### src/rtl/csbp_pkg.sv
// Shared types, constants and helper functions for the constellation slicer and bit packer.
// No dependencies; every other file of the block imports this package.
package csbp_pkg;

    // Field widths of the symbol, the points and the packed byte.
    localparam int LANES       = 16;
    localparam int COORD_W     = 10;
    localparam int POINT_W     = 2 * COORD_W;
    localparam int SQ_W        = 2 * COORD_W;
    localparam int DIST_W      = SQ_W + 1;
    localparam int IDX_W       = 4;
    localparam int VAL_W       = 4;
    localparam int BYTE_W      = 8;
    localparam int OFF_W       = 4;
    localparam int RES_CNT_W   = 3;
    localparam int COUNT_W     = 5;
    localparam int NBITS_W     = 3;
    localparam int GROUPS      = LANES / 4;
    localparam int CFG_IDX_W   = 3;
    localparam int CFG_DATA_W  = 64;
    localparam int SLOTS_PER_REG = 3;

    localparam int DEFAULT_MAX_POINTS = 16;

    localparam logic [COUNT_W-1:0] POINT_COUNT_RESET = COUNT_W'(4);
    localparam logic [COUNT_W-1:0] MIN_POINTS        = COUNT_W'(2);
    localparam logic [OFF_W-1:0]   OFFSET_FULL       = OFF_W'(BYTE_W);
    localparam logic [DIST_W-1:0]  DIST_UNUSED       = '1;

    // Configuration register indexes.
    typedef enum logic [CFG_IDX_W-1:0] {
        REG_POINT_COUNT = 3'd0,
        REG_POINTS_0    = 3'd1,
        REG_POINTS_3    = 3'd2,
        REG_POINTS_6    = 3'd3,
        REG_POINTS_9    = 3'd4,
        REG_POINTS_12   = 3'd5,
        REG_POINT_15    = 3'd6,
        REG_VALUE_TABLE = 3'd7
    } cfg_index_e;

    // Decoded configuration seen by the datapath.
    typedef struct packed {
        logic [COUNT_W-1:0]              active_count;
        logic [NBITS_W-1:0]              nbits;
        logic [LANES-1:0][POINT_W-1:0]   points;
        logic [LANES*VAL_W-1:0]          value_table;
    } cfg_t;

    // Distance stage: one squared distance per point slot.
    typedef struct packed {
        logic                            valid;
        logic                            frame_start;
        logic [LANES-1:0][DIST_W-1:0]    metric;
    } dist_stage_t;

    // One candidate of the nearest-point search.
    typedef struct packed {
        logic [DIST_W-1:0] metric;
        logic [IDX_W-1:0]  idx;
    } cand_t;

    // Group stage: the winner of each group of four points.
    typedef struct packed {
        logic                     valid;
        logic                     frame_start;
        logic [GROUPS-1:0][DIST_W+IDX_W-1:0] cand;
    } grp_stage_t;

    // Symbol stage: the bit value of the nearest point.
    typedef struct packed {
        logic             valid;
        logic             frame_start;
        logic [VAL_W-1:0] value;
    } sym_stage_t;

    // Point count saturated into the supported range.
    function automatic logic [COUNT_W-1:0] active_points(
        input logic [COUNT_W-1:0] count,
        input logic [COUNT_W-1:0] max_points
    );
        logic [COUNT_W-1:0] p;
        p = count;
        if (p < MIN_POINTS)
        begin
            p = MIN_POINTS;
        end
        if (p > max_points)
        begin
            p = max_points;
        end
        return p;
    endfunction

    // Bits per symbol for a point count: ceil(log2(p)).
    function automatic logic [NBITS_W-1:0] bits_for(input logic [COUNT_W-1:0] p);
        logic [NBITS_W-1:0] n;
        if (p <= COUNT_W'(2))
        begin
            n = NBITS_W'(1);
        end
        else if (p <= COUNT_W'(4))
        begin
            n = NBITS_W'(2);
        end
        else if (p <= COUNT_W'(8))
        begin
            n = NBITS_W'(3);
        end
        else
        begin
            n = NBITS_W'(4);
        end
        return n;
    endfunction

    // Mask that keeps the low nbits of a table entry.
    function automatic logic [VAL_W-1:0] value_mask(input logic [NBITS_W-1:0] nbits);
        logic [VAL_W-1:0] m;
        case (nbits)
            NBITS_W'(1): m = 4'b0001;
            NBITS_W'(2): m = 4'b0011;
            NBITS_W'(3): m = 4'b0111;
            default:     m = 4'b1111;
        endcase
        return m;
    endfunction

endpackage

### src/rtl/csbp_min_tree.sv
// Registered two-stage minimum search over the point distances and value table lookup.
// Depends on csbp_pkg.
module csbp_min_tree (
    input  logic                  clk,
    input  logic                  rst_n,
    input  logic                  advance,
    input  csbp_pkg::dist_stage_t dist_in,
    input  csbp_pkg::cfg_t        cfg,
    output csbp_pkg::sym_stage_t  sym_out
);
    import csbp_pkg::*;

    grp_stage_t            s3_reg;
    grp_stage_t            s3_next;
    sym_stage_t            s4_reg;
    sym_stage_t            s4_next;
    cand_t                 best;

    // Strictly smaller distance replaces; the lower index is always the first argument.
    function automatic cand_t pick(input cand_t a, input cand_t b);
        return (b.metric < a.metric) ? b : a;
    endfunction

    // Each group of four points reduces to one candidate.
    always_comb
    begin
        cand_t c0, c1, c2, c3;
        s3_next.valid       = dist_in.valid;
        s3_next.frame_start = dist_in.frame_start;
        for (int g = 0; g < GROUPS; g++)
        begin
            c0 = '{metric: dist_in.metric[4*g],     idx: IDX_W'(4*g)};
            c1 = '{metric: dist_in.metric[4*g + 1], idx: IDX_W'(4*g + 1)};
            c2 = '{metric: dist_in.metric[4*g + 2], idx: IDX_W'(4*g + 2)};
            c3 = '{metric: dist_in.metric[4*g + 3], idx: IDX_W'(4*g + 3)};
            s3_next.cand[g] = pick(pick(c0, c1), pick(c2, c3));
        end
    end

    // Group winners reduce to the nearest point, whose value is looked up.
    always_comb
    begin
        best = pick(pick(cand_t'(s3_reg.cand[0]), cand_t'(s3_reg.cand[1])),
                    pick(cand_t'(s3_reg.cand[2]), cand_t'(s3_reg.cand[3])));
        s4_next.valid       = s3_reg.valid;
        s4_next.frame_start = s3_reg.frame_start;
        s4_next.value       = cfg.value_table[VAL_W*best.idx +: VAL_W] & value_mask(cfg.nbits);
    end

    // Stage registers.
    always_ff @(posedge clk or negedge rst_n)
    begin
        if (!rst_n)
        begin
            s3_reg <= '0;
            s4_reg <= '0;
        end
        else if (advance)
        begin
            s3_reg <= s3_next;
            s4_reg <= s4_next;
        end
    end

    assign sym_out = s4_reg;

endmodule

### config.mk
export PLATFORM = sky130hd
export DESIGN_NAME = csbp_min_tree
export DESIGN_NICKNAME = d
export VERILOG_FILES = /design/src/rtl/csbp_pkg.sv /design/src/rtl/csbp_min_tree.sv
export SDC_FILE = /design/constraint.sdc
export NUM_CORES = 1
export LEC_CHECK = 0
export BUFFER_PORTS_ARGS = -buffer_cell sky130_fd_sc_hd__buf_2
export CELL_PAD_IN_SITES_DETAIL_PLACEMENT = 1
export CELL_PAD_IN_SITES_GLOBAL_PLACEMENT = 2
export CORE_AREA = 2 2 288 290
export CTS_BUF_LIST = sky130_fd_sc_hd__clkbuf_4
export DETAILED_ROUTE_END_ITERATION = 10
export DIE_AREA = 0 0 290 292
export HOLD_SLACK_MARGIN = 0.08
export PLACE_DENSITY = 0.71
export SLEW_MARGIN = 15
export SYNTH_ARGS = -nofsm -noshare
export SYNTH_HDL_FRONTEND = slang
export SYNTH_SLANG_ARGS = --single-unit
### constraint.sdc
create_clock -name clk -period 9.5 [get_ports clk]
set_input_delay 0 -clock clk [delete_from_list [all_inputs] [get_ports clk]]
set_output_delay 0 -clock clk [all_outputs]
set_load 0.03 [all_outputs]
======== Word level (Yosys, flattened, before mapping) ========
Cells that the tools add are included.
word-level totals
  register bits after elaboration ......... 108
  bits of input ports ..................... 733
  word-level logic and storage cells ...... 45
operators by class
  order comparisons ....................... 15
  equality and inequality tests ........... 3
  shift-type cells ........................ 1
  multiplexer cells ....................... 16
  bitwise logic cells ..................... 1
operators with widths
  operator            count
  $mux 25             14
  $lt 21x21->1        15
  $shiftx 64x7->4     1
  $pmux 4 s3          1
  $eq 3x2->1 const B  2
  $and 4x4->4         1
  $mux 4              1
  $eq 3x1->1 const B  1

======== Depth between registers and ports, before layout ========
  depth after elaboration ................. 6
  depth in mapped cells ................... 26
  mapped depth without buffers ............ 24

======== Worst setup path before layout ========
OpenSTA, ideal clock, no wires.
  kind .................................... flip-flop to flip-flop
  from .................................... register s3_reg[23] in the netlist's numbering
  to ...................................... register s4_reg, in the netlist sym_out[1]
  library setup time ...................... 129 ps
  arrival time ............................ 5035 ps
  data required time ...................... 9371 ps
  setup slack ............................. 4336 ps
  stages on the path, launching flop included .. 21
  cell sequence ........................... dfrtp_1 > inv_1 > ha_1 > nand4_1 > nor4_1 > inv_1 > o211ai_1 > clkbuf_1 > mux2i_1 > ha_1 > nand4_1 > nor2_1 > a221oi_1 > o21ai_0 > or3_1 > a21o_1 > a31oi_4 > mux4_2 > mux2i_1 > nor3_1 > a2111o_1
on the way
  word-level cells in the longest chain between the ends .. 6
ends and longest elaborated chain
  what                      line                 source
  start: declaration        csbp_min_tree.sv:13  grp_stage_t s3_reg;
  start signal: assignment  csbp_min_tree.sv:60  s3_reg <= s3_next;
  $lt 21x21->1              csbp_min_tree.sv:21  return (b.metric < a.metric) ? b : a;
  $mux 25 *                 csbp_min_tree.sv:21
  $lt 21x21->1              csbp_min_tree.sv:21
  $mux 4 *                  csbp_min_tree.sv:21
  $shiftx 64x7->4 *         csbp_min_tree.sv:47  s4_next.value = cfg.value_table[VAL_W*best.idx +: VAL_W] & value_mask(cfg.nbits);
  $and 4x4->4 *             csbp_min_tree.sv:47
  end signal: assignment    csbp_min_tree.sv:61  s4_reg <= s4_next;
  end: declaration          csbp_min_tree.sv:15  sym_stage_t s4_reg;
Mark *: on every way between the ends. The rest lies on a longest branch, timed or not.
A chain may end at the register's enable or synchronous reset.

======== Worst setup path after layout ========
  from .................................... register s3_reg[24] in the netlist's numbering
  to ...................................... register s4_reg, in the netlist sym_out[0]
Same word-level chain as after synthesis.

==> flow_summary_export.csv <==
group,metric,value,unit
outcome,outcome,"completed",
clocking,cts_root_buffer,"clkbuf_4",
place,gp_congestion,0.834,
clocking,cts_buffers,9,
route,finalWirelength,66.6,mm
setup_path,worstPathArrival,8.63,ns
setup_path,crit_path_frequent_cell,"dlygate4sd3_1",
clocking,clkLatencyLatePin,0.59,ns
cells_and_area,utilization,26.4,%
floorplan,fp.dieH,292,um
synthesis,synth_edf_count,0,
global_routing,grt_pass1_vias,17700,
floorplan,die_w,290,um
floorplan,ios,739,
cells_and_area,largest_reg_flops,95,
setup_path,crit_fanout,16,
cells_and_area,fin_nets,3565,
sta,slew_headroom,35.9,%
setup_path,crit_required,9.97,ns
floorplan,start_util,18.4,%
power_and_ir_drop,ir_drop,0.000129,V
worst_hold_path,worstHoldPathType,"input pin to register",
global_routing,grt_pass1_wl,103,mm
synthesis,synthCells,1873,
setup_path,rrSetupSlack,1.34,ns
synthesis,async_reset_ff_share,100,%
synthesis,synth_area_per_cell,8.03,um2
setup_path,critPathCaptureType,"register",
worst_hold_path,whs_endpoint,"s3_reg[75]",
cells_and_area,drive_gt1_share,21.4,%
synthesis,synth.area.mux_share,11.0,%
global_routing,antenna_found_initial,19,
synthesis,synth_top_family_by_area,"compound AO/OA/AOI/OAI gates",
synthesis,synth-seq-cells,101,
clocking,post-cts-setup-buffers,0,
setup_path,timing.rr.end,"sym_out[0]",
synthesis,ys_types,70,
floorplan,die-area,84700,um2
clocking,postCtsHoldBufs,300,
cells_and_area,seq_area,2530,um2
place,io_buffers,413,
place,dp_hpwl,54.1,mm
run,cap_violations,0,
route,dr_total_vias,16200,
synthesis,synth-simple-area-share,13.3,%
route,routedWlPerCell,18.4,um
sta,max_slew.worst_pin.slew,0.958,ns
worst_hold_path,hp-start,"dist_in[293]",
sta,skew,0.0322,ns
clocking,cts_tree,"built",
sta,setup_violations,0,
sta,layout_min_cycle_time,8.16,ns
clocking,cts.htree.levels,3,
clocking,cts.sinks,101,
setup_path,path_cells,"inv_1 -> ha_1 -> nand4_1 -> nor4_1 -> inv_1 -> o211ai_1 -> buf_4 -> mux2i_1 -> ha_1 -> nand4_1 -> nor2_1 -> a221oi_1 -> o21ai_0 -> or3_1 -> a21o_1 -> a31oi_4 -> buf_4 -> nor2_1 -> o32a_1 -> dlygate4sd3_1 -> a311oi_1 -> dlygate4sd3_1 -> nor3_1 -> dlygate4sd3_1",
clocking,clk_path_buf_depth,2,
synthesis,synth_adder_area_share,25.0,%
power_and_ir_drop,power_density,183,nW/um2
sta,finalHoldViolCount,0,
route,drtIter0Drc,566,
clocking,cts.clk_slew.worst_paths,0.19,ns
synthesis,syn_area,15000,um2
synthesis,ys_seq_area_share,16.8,%
setup_path,r2r_cells,24,
synthesis,synth_compound_area_share,25.1,%
floorplan,fp-row-count,105,
cells_and_area,fill_cells,9876,
sta,min_period_over_period,85.9,%
synthesis,synth-xor-area-share,0.0583,%
setup_path,critPathMaxStageDelay,0.76,ns
setup_path,crit_slowest_cell,"o211ai_1",
synthesis,syn_nets,2906,
synthesis,ys_warn_count,0,
cells_and_area,area_delta_synth_final,43.1,%
setup_path,crit_type,"register to register",
floorplan,coreArea,81600,um2
sta,fmax,0.123,GHz
sta,tns,0,ns
sta,timing.final.max_slew_violations,0,
global_routing,grt_max_degree,71,
route,first_pass_iters,4,
setup_path,cp-start-kind,"register",
power_and_ir_drop,power,3.94,mW
cells_and_area,multi_input_area,11200,um2
synthesis,synth_flop_cell,"dfrtp_1",
sta,rsz0062_at_grt,"false",
route,drc,0,
route,viasPerCell,4.49,
global_routing,overflow,0,
setup_path,r2r_start,"s3_reg[24]",
clocking,cts.repair.resized,0,
route,ant_nets,0,
power_and_ir_drop,leakage,11.1,nW
worst_hold_path,whs_path_depth,7,
global_routing,grtUsageTotal,15.7,%
## cell type report
type / count / share of cell area (%)
Inverter: 261 / 4.56
Tap cell: 1070 / 6.22
Clock inverter: 6 / 0.372
Multi-Input combinational cell: 1426 / 52.3
Sequential cell: 101 / 11.7
Antenna cell: 11 / 0.128
Clock buffer: 10 / 0.349
Timing Repair Buffer: 733 / 24.4
## worst max-delay path by stage
stage,slack [ns],endpoint,from,cells past startpoint
CTS,1.26,sym_out[0],s3_reg[24],24
finish,1.34,sym_out[0],s3_reg[24],24
detailed placement,2.87,sym_out[1],s3_reg[23],20
global placement,2.91,sym_out[0],s3_reg[23],21
floorplan,4.34,sym_out[1],s3_reg[23],20
global route,0.75,sym_out[0],s3_reg[22],24
## kinds of logic after synthesis
kind of cell	after synthesis
xor+xnor	1
compound gates	555
buf+inv	346
flops	101
fa+ha+maj	300
mux	152
simple gates	418
## worst max-delay path: cells and delay by family, from the launching register on
| kind | cells | cell delay (ns) |
|---|---|---|
| AOI/OAI and AO/OA | 7 | 2.54 |
| adders and majority gates | 2 | 0.61 |
| buffers and inverters | 7 | 2.73 |
| DFF | 1 | 0.46 |
| muxes | 1 | 0.40 |
| and+or+nand+nor | 7 | 1.30 |
## per-stage QoR
step | setup slack [ns] | cells | area, um2 | hold slack [ns]
after CTS | 1.26 | 3607 | 21500 | 0.0846
final | 1.34 | 3618 | 21500 | 0.183
after detailed placement | 2.87 | 3291 | 18300 | 0.0506
after global placement | 2.91 | 3291 | 18300 | 0.0382
after global routing | 0.753 | 3610 | 21500 | 0.144
after floorplan | 4.34 | 1873 | 15000 | -0.296
## layer usage
metal	global-route usage (%)	up-vias	routed length, um
met1	21.8	7673	33400
met4	2.87	8	875
li1	-	8148	-
met5	0	-	41
met3	3.16	40	3340
met2	25.2	369	28900
## synth_stat cells (3+ instances only)
cell type	number	share of area, %
buf_2	4	0.13
mux2_2	68	5.1
o311ai_1	7	0.41
a2111oi_0	4	0.23
and2_1	5	0.21
nor2b_1	14	0.58
and3_1	24	1.0
o211ai_1	15	0.75
or3_1	3	0.12
mux4_2	4	0.60
nor3_1	33	1.1
o311ai_0	13	0.76
a21o_1	100	5.0
o21ai_0	97	3.2
o221ai_1	4	0.23
o32ai_1	20	1.2
ha_1	300	25
nand2_1	109	2.7
mux2i_1	78	5.2
o2111ai_1	4	0.23
buf_1	10	0.25
nor4_1	3	0.12
nand3_1	41	1.4
a221oi_1	4	0.23
nand2b_1	18	0.75
and4_1	10	0.58
o21ai_1	8	0.27
a211oi_1	19	0.95
a31oi_1	4	0.17
nor2_1	111	2.8
a211o_1	22	1.3
inv_1	260	6.5
a2111o_1	3	0.22
clkbuf_1	69	1.7
o21a_1	9	0.45
o31a_1	21	1.2
a21oi_1	152	5.1
nand4_1	40	1.7
dfrtp_1	101	17
a22o_1	23	1.3
## cell usage in the layout (no fill, tap or decap), drive strengths merged, types with 9 or more instances in the layout
cell           n
buf          434
ha           300
dlygate4sd3  299
inv          263
a21oi        152
nor2         111
nand2        109
o21ai        105
dfrtp        101
a21o         100
mux2i         78
mux2          70
nand3         41
nand4         40
nor3          33
and3          24
a22o          23
a211o         22
o31a          21
a211oi        21
o32ai         20
o311ai        20
nand2b        18
o211ai        15
nor2b         14
diode         11
and4          10
clkbuf        10
o21a           9
## power breakdown
part	total (mW)	internal (mW)	switching, mW
Combinational	2.95	1.37	1.58
Clock	0.277	0.0872	0.190
Sequential	0.713	0.562	0.152
Power figures use the tool's default switching activity.
