==> src/rtl/csbp_pkg.sv <==
// Shared types, constants and helper functions for the constellation slicer and bit packer.
// No dependencies; every other file of the block imports this package.
package csbp_pkg;

    // Field widths of the symbol, the points and the packed byte.
    localparam int LANES       = 16;
    localparam int COORD_W     = 10;
    localparam int POINT_W     = 2 * COORD_W;
    localparam int SQ_W        = 2 * COORD_W;
    localparam int DIST_W      = SQ_W + 1;
    localparam int IDX_W       = 4;
    localparam int VAL_W       = 4;
    localparam int BYTE_W      = 8;
    localparam int OFF_W       = 4;
    localparam int RES_CNT_W   = 3;
    localparam int COUNT_W     = 5;
    localparam int NBITS_W     = 3;
    localparam int GROUPS      = LANES / 4;
    localparam int CFG_IDX_W   = 3;
    localparam int CFG_DATA_W  = 64;
    localparam int SLOTS_PER_REG = 3;

    localparam int DEFAULT_MAX_POINTS = 16;

    localparam logic [COUNT_W-1:0] POINT_COUNT_RESET = COUNT_W'(4);
    localparam logic [COUNT_W-1:0] MIN_POINTS        = COUNT_W'(2);
    localparam logic [OFF_W-1:0]   OFFSET_FULL       = OFF_W'(BYTE_W);
    localparam logic [DIST_W-1:0]  DIST_UNUSED       = '1;

    // Configuration register indexes.
    typedef enum logic [CFG_IDX_W-1:0] {
        REG_POINT_COUNT = 3'd0,
        REG_POINTS_0    = 3'd1,
        REG_POINTS_3    = 3'd2,
        REG_POINTS_6    = 3'd3,
        REG_POINTS_9    = 3'd4,
        REG_POINTS_12   = 3'd5,
        REG_POINT_15    = 3'd6,
        REG_VALUE_TABLE = 3'd7
    } cfg_index_e;

    // Decoded configuration seen by the datapath.
    typedef struct packed {
        logic [COUNT_W-1:0]              active_count;
        logic [NBITS_W-1:0]              nbits;
        logic [LANES-1:0][POINT_W-1:0]   points;
        logic [LANES*VAL_W-1:0]          value_table;
    } cfg_t;

    // Distance stage: one squared distance per point slot.
    typedef struct packed {
        logic                            valid;
        logic                            frame_start;
        logic [LANES-1:0][DIST_W-1:0]    metric;
    } dist_stage_t;

    // One candidate of the nearest-point search.
    typedef struct packed {
        logic [DIST_W-1:0] metric;
        logic [IDX_W-1:0]  idx;
    } cand_t;

    // Group stage: the winner of each group of four points.
    typedef struct packed {
        logic                     valid;
        logic                     frame_start;
        logic [GROUPS-1:0][DIST_W+IDX_W-1:0] cand;
    } grp_stage_t;

    // Symbol stage: the bit value of the nearest point.
    typedef struct packed {
        logic             valid;
        logic             frame_start;
        logic [VAL_W-1:0] value;
    } sym_stage_t;

    // Point count saturated into the supported range.
    function automatic logic [COUNT_W-1:0] active_points(
        input logic [COUNT_W-1:0] count,
        input logic [COUNT_W-1:0] max_points
    );
        logic [COUNT_W-1:0] p;
        p = count;
        if (p < MIN_POINTS)
        begin
            p = MIN_POINTS;
        end
        if (p > max_points)
        begin
            p = max_points;
        end
        return p;
    endfunction

    // Bits per symbol for a point count: ceil(log2(p)).
    function automatic logic [NBITS_W-1:0] bits_for(input logic [COUNT_W-1:0] p);
        logic [NBITS_W-1:0] n;
        if (p <= COUNT_W'(2))
        begin
            n = NBITS_W'(1);
        end
        else if (p <= COUNT_W'(4))
        begin
            n = NBITS_W'(2);
        end
        else if (p <= COUNT_W'(8))
        begin
            n = NBITS_W'(3);
        end
        else
        begin
            n = NBITS_W'(4);
        end
        return n;
    endfunction

    // Mask that keeps the low nbits of a table entry.
    function automatic logic [VAL_W-1:0] value_mask(input logic [NBITS_W-1:0] nbits);
        logic [VAL_W-1:0] m;
        case (nbits)
            NBITS_W'(1): m = 4'b0001;
            NBITS_W'(2): m = 4'b0011;
            NBITS_W'(3): m = 4'b0111;
            default:     m = 4'b1111;
        endcase
        return m;
    endfunction

endpackage

==> src/rtl/csbp_if.sv <==


// Byte channel: one completed byte per request.
interface csbp_byte_if;
    import csbp_pkg::*;

    logic              valid;
    logic              ready;
    logic [BYTE_W-1:0] data_byte;

    modport source (output valid, output data_byte, input ready);
    modport sink   (input valid, input data_byte, output ready);
endinterface


==> src/rtl/csbp_packer.sv <==
// LSB-first bit packer with spill-over residue and the output byte register.
// Depends on csbp_pkg and the csbp_byte_if interface.
module csbp_packer (
    input  logic                          clk,
    input  logic                          rst_n,
    input  csbp_pkg::sym_stage_t          sym_in,
    input  logic [csbp_pkg::NBITS_W-1:0]  nbits,
    csbp_byte_if.source                   bytes,
    output logic                          advance
);
    import csbp_pkg::*;

    logic [OFF_W-1:0]     off_reg;
    logic [OFF_W-1:0]     off_next;
    logic [BYTE_W-1:0]    part_reg;
    logic [BYTE_W-1:0]    part_next;
    logic [VAL_W-1:0]     res_bits_reg;
    logic [VAL_W-1:0]     res_bits_next;
    logic [RES_CNT_W-1:0] res_cnt_reg;
    logic [RES_CNT_W-1:0] res_cnt_next;
    logic                 out_valid_reg;
    logic [BYTE_W-1:0]    out_byte_reg;
    logic                 emit;
    logic [BYTE_W-1:0]    emit_byte;

    // The pipeline moves whenever the output register is free or being drained.
    assign advance = !out_valid_reg || bytes.ready;

    // Next packer state for the item in the last stage.
    always_comb
    begin
        logic [OFF_W-1:0]  off1;
        logic [OFF_W-1:0]  off2;
        logic [OFF_W-1:0]  room;
        logic [BYTE_W-1:0] part1;
        logic [BYTE_W-1:0] part2;
        logic [BYTE_W+VAL_W-1:0] shifted;
        logic [VAL_W-1:0]  low_bits;

        off_next      = off_reg;
        part_next     = part_reg;
        res_bits_next = res_bits_reg;
        res_cnt_next  = res_cnt_reg;
        emit          = 1'b0;
        emit_byte     = part_reg;
        off1          = off_reg;
        off2          = off_reg;
        room          = '0;
        part1         = part_reg;
        part2         = part_reg;
        shifted       = '0;
        low_bits      = '0;

        if (sym_in.valid)
        begin
            if (sym_in.frame_start)
            begin
                off_next  = '0;
                part_next = '0;
            end
            else
            begin
                // A pending residue goes in first.
                if (res_cnt_reg != '0)
                begin
                    part1         = part_reg | {{(BYTE_W-VAL_W){1'b0}}, res_bits_reg};
                    off1          = off_reg + {1'b0, res_cnt_reg};
                    res_cnt_next  = '0;
                    res_bits_next = '0;
                end
                if (off1 > OFFSET_FULL)
                begin
                    off1 = OFFSET_FULL;
                end
                room = OFFSET_FULL - off1;

                // Place the symbol's bits; what does not fit spills over.
                if (room >= {1'b0, nbits})
                begin
                    shifted = {{BYTE_W{1'b0}}, sym_in.value} << off1;
                    part2   = part1 | shifted[BYTE_W-1:0];
                    off2    = off1 + {1'b0, nbits};
                end
                else
                begin
                    low_bits      = sym_in.value & ((VAL_W'(1) << room[1:0]) - VAL_W'(1));
                    shifted       = {{BYTE_W{1'b0}}, low_bits} << off1;
                    part2         = part1 | shifted[BYTE_W-1:0];
                    res_cnt_next  = nbits - room[RES_CNT_W-1:0];
                    res_bits_next = sym_in.value >> room[1:0];
                    off2          = OFFSET_FULL;
                end

                // A full byte is released and the packer starts over.
                if (off2 == OFFSET_FULL)
                begin
                    emit      = 1'b1;
                    emit_byte = part2;
                    off_next  = '0;
                    part_next = '0;
                end
                else
                begin
                    off_next  = off2;
                    part_next = part2;
                end
            end
        end
    end

    // Packer state and output valid.
    always_ff @(posedge clk or negedge rst_n)
    begin
        if (!rst_n)
        begin
            off_reg       <= '0;
            part_reg      <= '0;
            res_bits_reg  <= '0;
            res_cnt_reg   <= '0;
            out_valid_reg <= 1'b0;
        end
        else if (advance)
        begin
            off_reg       <= off_next;
            part_reg      <= part_next;
            res_bits_reg  <= res_bits_next;
            res_cnt_reg   <= res_cnt_next;
            out_valid_reg <= emit;
        end
    end

    // Output byte payload.
    always_ff @(posedge clk)
    begin
        if (advance && emit)
        begin
            out_byte_reg <= emit_byte;
        end
    end

    assign bytes.valid     = out_valid_reg;
    assign bytes.data_byte = out_byte_reg;

endmodule

==> src/flat_wrapper.sv <==
// flat-port wrapper written by rule: the top's interface ports become plain ports
module csbp_packer_flat import csbp_pkg::*;
  (clk, rst_n, sym_in, nbits, advance, bytes_valid, bytes_data_byte, bytes_ready);
  csbp_byte_if bytes_i ();
  input  logic clk;
  input  logic rst_n;
  input  csbp_pkg::sym_stage_t sym_in;
  input  logic [csbp_pkg::NBITS_W-1:0] nbits;
  output logic advance;
  output wire logic [$bits(bytes_i.valid)-1:0] bytes_valid;
  output wire logic [$bits(bytes_i.data_byte)-1:0] bytes_data_byte;
  input wire logic [$bits(bytes_i.ready)-1:0] bytes_ready;
  assign bytes_valid = bytes_i.valid;
  assign bytes_data_byte = bytes_i.data_byte;
  assign bytes_i.ready = bytes_ready;
  csbp_packer u_core (.clk(clk), .rst_n(rst_n), .sym_in(sym_in), .nbits(nbits), .bytes(bytes_i), .advance(advance));
endmodule
==> config.mk <==
export PLATFORM = sky130hd
export DESIGN_NAME = csbp_packer_flat
export DESIGN_NICKNAME = d
export VERILOG_FILES = /design/src/rtl/csbp_pkg.sv /design/src/rtl/csbp_if.sv /design/src/rtl/csbp_packer.sv /design/src/flat_wrapper.sv
export SDC_FILE = /design/constraint.sdc
export NUM_CORES = 1
export LEC_CHECK = 0
export BUFFER_PORTS_ARGS = -buffer_cell sky130_fd_sc_hd__clkbuf_2
export CAP_MARGIN = 25
export CORE_ASPECT_RATIO = 1.4
export CORE_MARGIN = 8
export CORE_UTILIZATION = 25
export DETAILED_ROUTE_END_ITERATION = 7
export GPL_TIMING_DRIVEN = 0
export PLACE_DENSITY = 0.47
export RECOVER_POWER = 50
export SLEW_MARGIN = 10
export SYNTH_ARGS = -nofsm -noshare
export SYNTH_HDL_FRONTEND = slang
export SYNTH_SLANG_ARGS = --single-unit
==> constraint.sdc <==
create_clock -name clk -period 6.6 [get_ports clk]
set_input_delay 0.66 -clock clk [delete_from_list [all_inputs] [get_ports clk]]
set_output_delay 0.66 -clock clk [all_outputs]
set_load 0.05 [all_outputs]
* Yosys cells after proc, flatten, opt, wreduce, memory -nomap -nowiden *
Index checks and enable logic that the tools add are counted.

cells by class
  shifts and indexed selects = 4
  bitwise operators = 5
  equal/unequal tests = 2
  mux-type cells = 27
  add/subtract/negate cells = 5
  reduce and logical (&&, ||, !) cells = 6
  order comparisons = 2

operators with widths
  kind                   count
  $mux W8                9
  $mux W4                13
  $or A8 B8 Y8           2
  $shl A4 B4 Y8          2
  $add A4 B3 Y4          2
  $or A8 B4 Y8           1
  $mux W3                2
  $and A4 B4 Y4          1
  $eq A4 B4 Y1 const B   1
  $ge A4 B3 Y1           1
  $gt A4 B4 Y1 const B   1
  $reduce_and A4 Y1      1
  $shl A1 B2 Y4 const A  1
  $shr A4 B2 Y4          1
  $sub A4 B1 Y4 const B  1
  $sub A4 B4 Y4 const A  1
  $mux W1                3
  $reduce_bool A3 Y1     1
  $sub A3 B3 Y3          1
  $ne A2 B1 Y1 const B   1
  $reduce_and A2 Y1      1
  $logic_and A1 B1 Y1    1
  $logic_not A1 Y1       1
  $logic_or A1 B1 Y1     1
  $not A1 Y1             1

word-level totals
  register bits after elaboration = 28
  input bits = 12

* Depth between registers and ports, before layout *
  depth in word-level cells = 18
  mapped depth = 17

* Worst setup path before layout *
No wires, ideal clock.

  path kind = flip-flop to flip-flop
  start = register u_core.res_cnt_reg[2]
  end = register u_core.out_byte_reg[7], in the netlist u_core.bytes.data_byte[7], data pin
  cell stages (with the launch flop) = 17
  slack = 2.365 ns
  data required time = 6.344 ns
  arrival time = 3.979 ns
  path buffers = 1
  cells stage by stage = dfrtp_1 -> ha_1 -> and3_1 -> o211ai_2 -> nand2_1 -> nor2_1 -> inv_1 -> ha_1 -> xnor2_1 -> ha_1 -> a21o_1 -> a31oi_1 -> o31a_1 -> buf_6 -> a21oi_2 -> mux2_2 -> a31o_2

on the way
  word-level cells in the longest chain between the ends = 18

ends and longest elaborated chain
  element                                                     RTL line                              RTL
  start: declaration                                          csbp_packer.sv:19                     logic [RES_CNT_W-1:0] res_cnt_reg;
  start signal: assignment                                    csbp_packer.sv:127                    res_cnt_reg <= res_cnt_next;
  $add A4 B3 Y4 / $reduce_bool A3 Y1 (equally long branches)  csbp_packer.sv:67, csbp_packer.sv:64
  $mux W4                                                     csbp_packer.sv:64                     if (res_cnt_reg != '0)
  $mux W4                                                     csbp_packer.sv:56                     if (sym_in.frame_start)
  $mux W4                                                     csbp_packer.sv:54                     if (sym_in.valid)
  $gt A4 B4 Y1                                                csbp_packer.sv:71                     if (off1 > OFFSET_FULL)
  $mux W4                                                     csbp_packer.sv:71
  $mux W4                                                     csbp_packer.sv:56
  $mux W4                                                     csbp_packer.sv:54
  [... 3 more ...]                                            --
  $and A4 B4 Y4                                               csbp_packer.sv:86                     low_bits = sym_in.value & ((VAL_W'(1) << room[1:0]) - VAL_W'(1));
  $shl A4 B4 Y8                                               csbp_packer.sv:87                     shifted = {{BYTE_W{1'b0}}, low_bits} << off1;
  $or A8 B8 Y8                                                csbp_packer.sv:88                     part2 = part1 | shifted[BYTE_W-1:0];
  $mux W8                                                     csbp_packer.sv:78                     if (room >= {1'b0, nbits})
  $mux W8 (*)                                                 csbp_packer.sv:95                     if (off2 == OFFSET_FULL)
  $mux W8 (*)                                                 csbp_packer.sv:56
  $mux W8 (*)                                                 csbp_packer.sv:54
  named net u_core.emit_byte[7]                               csbp_packer.sv:24                     logic [BYTE_W-1:0] emit_byte;
  end signal: assignment                                      csbp_packer.sv:137                    out_byte_reg <= emit_byte;
  end: declaration                                            csbp_packer.sv:22                     logic [BYTE_W-1:0] out_byte_reg;

Mark *: on every way through the listed nets, which the timed path passes. The rest lies on a longest branch. The select of a mux whose other input is x is not followed.
A chain may end at the register's enable or synchronous reset.

* Worst setup path in the final report *
  start = register u_core.off_reg[2]
  end = register u_core.out_byte_reg[1], in the netlist u_core.bytes.data_byte[1], enable pin

on the way
  word-level cells in the longest chain between the ends = 18

ends and longest elaborated chain
  element                   RTL line            RTL
  start: declaration        csbp_packer.sv:13   logic [OFF_W-1:0] off_reg;
  start signal: assignment  csbp_packer.sv:124  off_reg <= off_next;
  $add A4 B3 Y4             csbp_packer.sv:67   off1 = off_reg + {1'b0, res_cnt_reg};
  $mux W4 (*)               csbp_packer.sv:64
  $mux W4 (*)               csbp_packer.sv:56
  $mux W4 (*)               csbp_packer.sv:54
  $gt A4 B4 Y1              csbp_packer.sv:71
  $mux W4 (*)               csbp_packer.sv:71
  $mux W4 (*)               csbp_packer.sv:56
  $mux W4 (*)               csbp_packer.sv:54
  [... 2 more ...]          --
  $mux W4 (*)               csbp_packer.sv:78
  $mux W4 (*)               csbp_packer.sv:56
  $mux W4 (*)               csbp_packer.sv:54
  $eq A4 B4 Y1 (*)          csbp_packer.sv:95
  $mux W1 (*)               csbp_packer.sv:95
  $mux W1 (*)               csbp_packer.sv:56
  $mux W1 (*)               csbp_packer.sv:54
  $logic_and A1 B1 Y1 (*)   csbp_packer.sv:135  if (advance && emit)

Every way passes the cells marked *; elsewhere a longest branch is shown, timed or not. The select of a mux whose other input is x is not followed.

==> summary.md <==
| Metric | Value |
|---|---|
| Number of enable flip-flop cells after synthesis | 8 |
| Syn nets | 231 |
| Most numerous cell in the Yosys netlist | nand2_1 |
| Fraction of layout cells with a size suffix above 1 | 0.136 |
| Die X | 92.3 um |
| Period utilization | 0.779 |
| Post-CTS Hold Buffers | 0 |
| Resized Gates After CTS | 0 |
| Fin. max-slew vios | 0 |
| Clk_lat worst skew | 0.26 ns |
| I/O pins | 22 |
| Port Buffers | 21 |
| Initial Util | 0.253 |
| Hold_sp | u_core.off_reg[0]$_DFFE_PN0P_ |
| Root buf cell | clkbuf_16 |
| R2R Setup Slk | about 1.5 ns |
| Diodes inserted | 0 |
| Post-synth top area cell | dfrtp_1 |
| Setup TNS | 0 ns |
| Post-synth ARST share | 0.714 |
| Top FF cell, synth | dfrtp_1 |
| Initial DRT Pass Iterations | 4 |
| Vias in the first global route | 1,633 |
| DPL Wire Length | 4290 um |
| Final setup fails | 0 |
| DRT iter0 DRCs | 81 |
| Top cell type's share of synthesized area | 0.245 |
| Die height | 123 um |
| Grt ovf | 0 |
| WL final | 5280 um |
| Die footprint | 11,300 um^2 |
| DR vias/cell | 4.93 |
| Place WS | 1.61 ns |
| Core area | 8050 um^2 |
| Reg clk slew, reported paths | 0.07 ns |
| Layout area overhead | 15.0% |
| Crit path kind | register to register |
| First-pass GRT wire length | 8520 um |
| Synth warn | 0 |
| Peak fanout along the critical path | 8 |
| RSZ-0062 raised after global routing | false |
| Crit start category | register |
| R2R Path Start | u_core.off_reg[2]$_DFFE_PN0P_ |
| Routed Antenna Nets | 0 |
| Seq cells post-synth | 28 |
| Worst rel slew slack | 0.238 |
| Critical Path AT | 5.04 ns |
| Max_cap viols | 0 |
| R2R cell count | 13 |
| Final Util | 0.291 |
| Critical Path End | u_core.bytes.data_byte[1]$_DFFE_PP_ |
| CP Capture Type | register |
| Routed len/inst | 16.0 um |
| DR vias | 1,626 |
| Top cells by count, synth | nand2_1, dfrtp_1, ha_1, inv_1 |
| Placer Congestion | 0.841 |
| TritonCTS Buffers | 3 |
| CTS Buffer Depth | 2 |
| Worst Hold Class | register to register |
| Synth cell types | 57 |
| Run status | complete, no violations |
| Final Instance Area | 2340 um^2 |
| Required time worst endpoint | 6.50 ns |
| Core Rows | 39 |
| Nets@finish | 257 |
| Worst clock skew | between 0.002 and 0.0025 ns |
| DR DRC count | 0 |
| Num Clock Sinks | 28 |
| Critical path launch point | u_core.off_reg[2]$_DFFE_PN0P_ |
| Ranking of synthesized cells by area | dfrtp_1, edfxtp_1, ha_1 |
| Crit path time final | 5.14 ns |
| Achievable Freq | about 190 MHz |
| Worst setup margin | ~1.5 ns |
| Syn_area_per_cell | 10.0 um^2 |
| Placement Cell Area | ~2300 um^2 |
| Largest net degree at the start of global routing | 21 |
| Cells after synthesis | between 200 and 250 |
| Part of the Yosys area used for sequential elements | 0.363 |
| Post-CTS setup buffer count | 0 |
| Synthesized area | 2040 um^2 |
| H-tree depth | 1 |
| Worst-Margin Slew | 1.14 ns |
| CTS tree | done |
| Gr usage total | 0.0943 |
| Critical R2R Capture | u_core.bytes.data_byte[1]$_DFFE_PP_ |
| Initial antenna violation count | 0 |
| Count of final hold-check violations | 0 |
## worst max-delay path, cell delays in order, from the launching register on
cell,delay [ns]
dfrtp_1,0.42
ha_1,0.37
nor3b_1,0.08
a211oi_1,0.52
nand2_1,0.27
nor2_1,0.49
inv_1,0.23
ha_1,0.34
xnor2_1,0.17
ha_1,0.33
a21o_1,0.19
a31oi_1,0.33
o31ai_1,0.35
a21oi_1,0.67
## kinds of logic (layout without fill, tap and decap cells)
family                     count (synthesis)  count (layout)  synth area share
adders and majority gates                 16              16             0.109
xor gates and xnor gates                   7               7            0.0301
buffers and inverters                     18              43            0.0442
muxes                                      8               8            0.0466
DFF                                       28              28             0.363
AOI/OAI and AO/OA                         67              67             0.253
and+or+nand+nor                           59              59             0.153
## per-layer routing
| layer | vias up | track usage | part of all wire |
|---|---|---|---|
| met3 | 6 | 0.0129 | 0.045 |
| li1 | 808 | - | - |
| met1 | 772 | 0.105 | 0.44 |
| met4 | 0 | 0.0455 | 0.022 |
| met2 | 40 | 0.172 | 0.50 |
| met5 | - | 0 | 0 |
## layout make-up
type / instances / area (um^2)
inverter: 13 / 48.8
sequential: 28 / 741
fill: 867 / 5710
clock buffer: 3 / 75.1
buffer: 5 / 41.3
clock inverter: 1 / 30.0
multi-input combinational: 157 / 1190
tap: 102 / 128
timing repair buffer: 21 / 91.3
## how the worst min path moves through the flow
stage	slack [ns]	end	depth (start not counted)
after floorplan	0.36	u_core.bytes.valid$_DFFE_PN0N_	0
after global placement	0.46	u_core.off_reg[0]$_DFFE_PN0P_	2
after detailed placement	0.48	u_core.off_reg[0]$_DFFE_PN0P_	2
after CTS	0.38	u_core.off_reg[1]$_DFFE_PN0P_	1
after global routing	0.53	u_core.part_reg[7]$_DFFE_PN0P_	1
final	0.50	u_core.off_reg[0]$_DFFE_PN0P_	2
## through the flow
step	hold slack (ns)	instances
finish	0.503	330
global route	0.527	330
CTS	0.378	330
detailed placement	0.480	326
global placement	0.464	326
floorplan	0.364	203
## placed cells by master, fill, tap and decap left out, types with 4 or more instances in the layout
master / n
nand2_1: 21
mux2i_1: 5
nor2_1: 12
a32o_1: 4
inv_1: 13
ha_1: 13
xnor2_1: 5
clkbuf_2: 10
o31ai_1: 6
clkbuf_1: 13
nand3_1: 7
dfrtp_1: 20
o21ai_0: 7
edfxtp_1: 8
a21oi_1: 12
a21o_1: 6
Power is not shown: default switching activity piles up to over one toggle a cycle in this logic, so the estimate is an artifact.
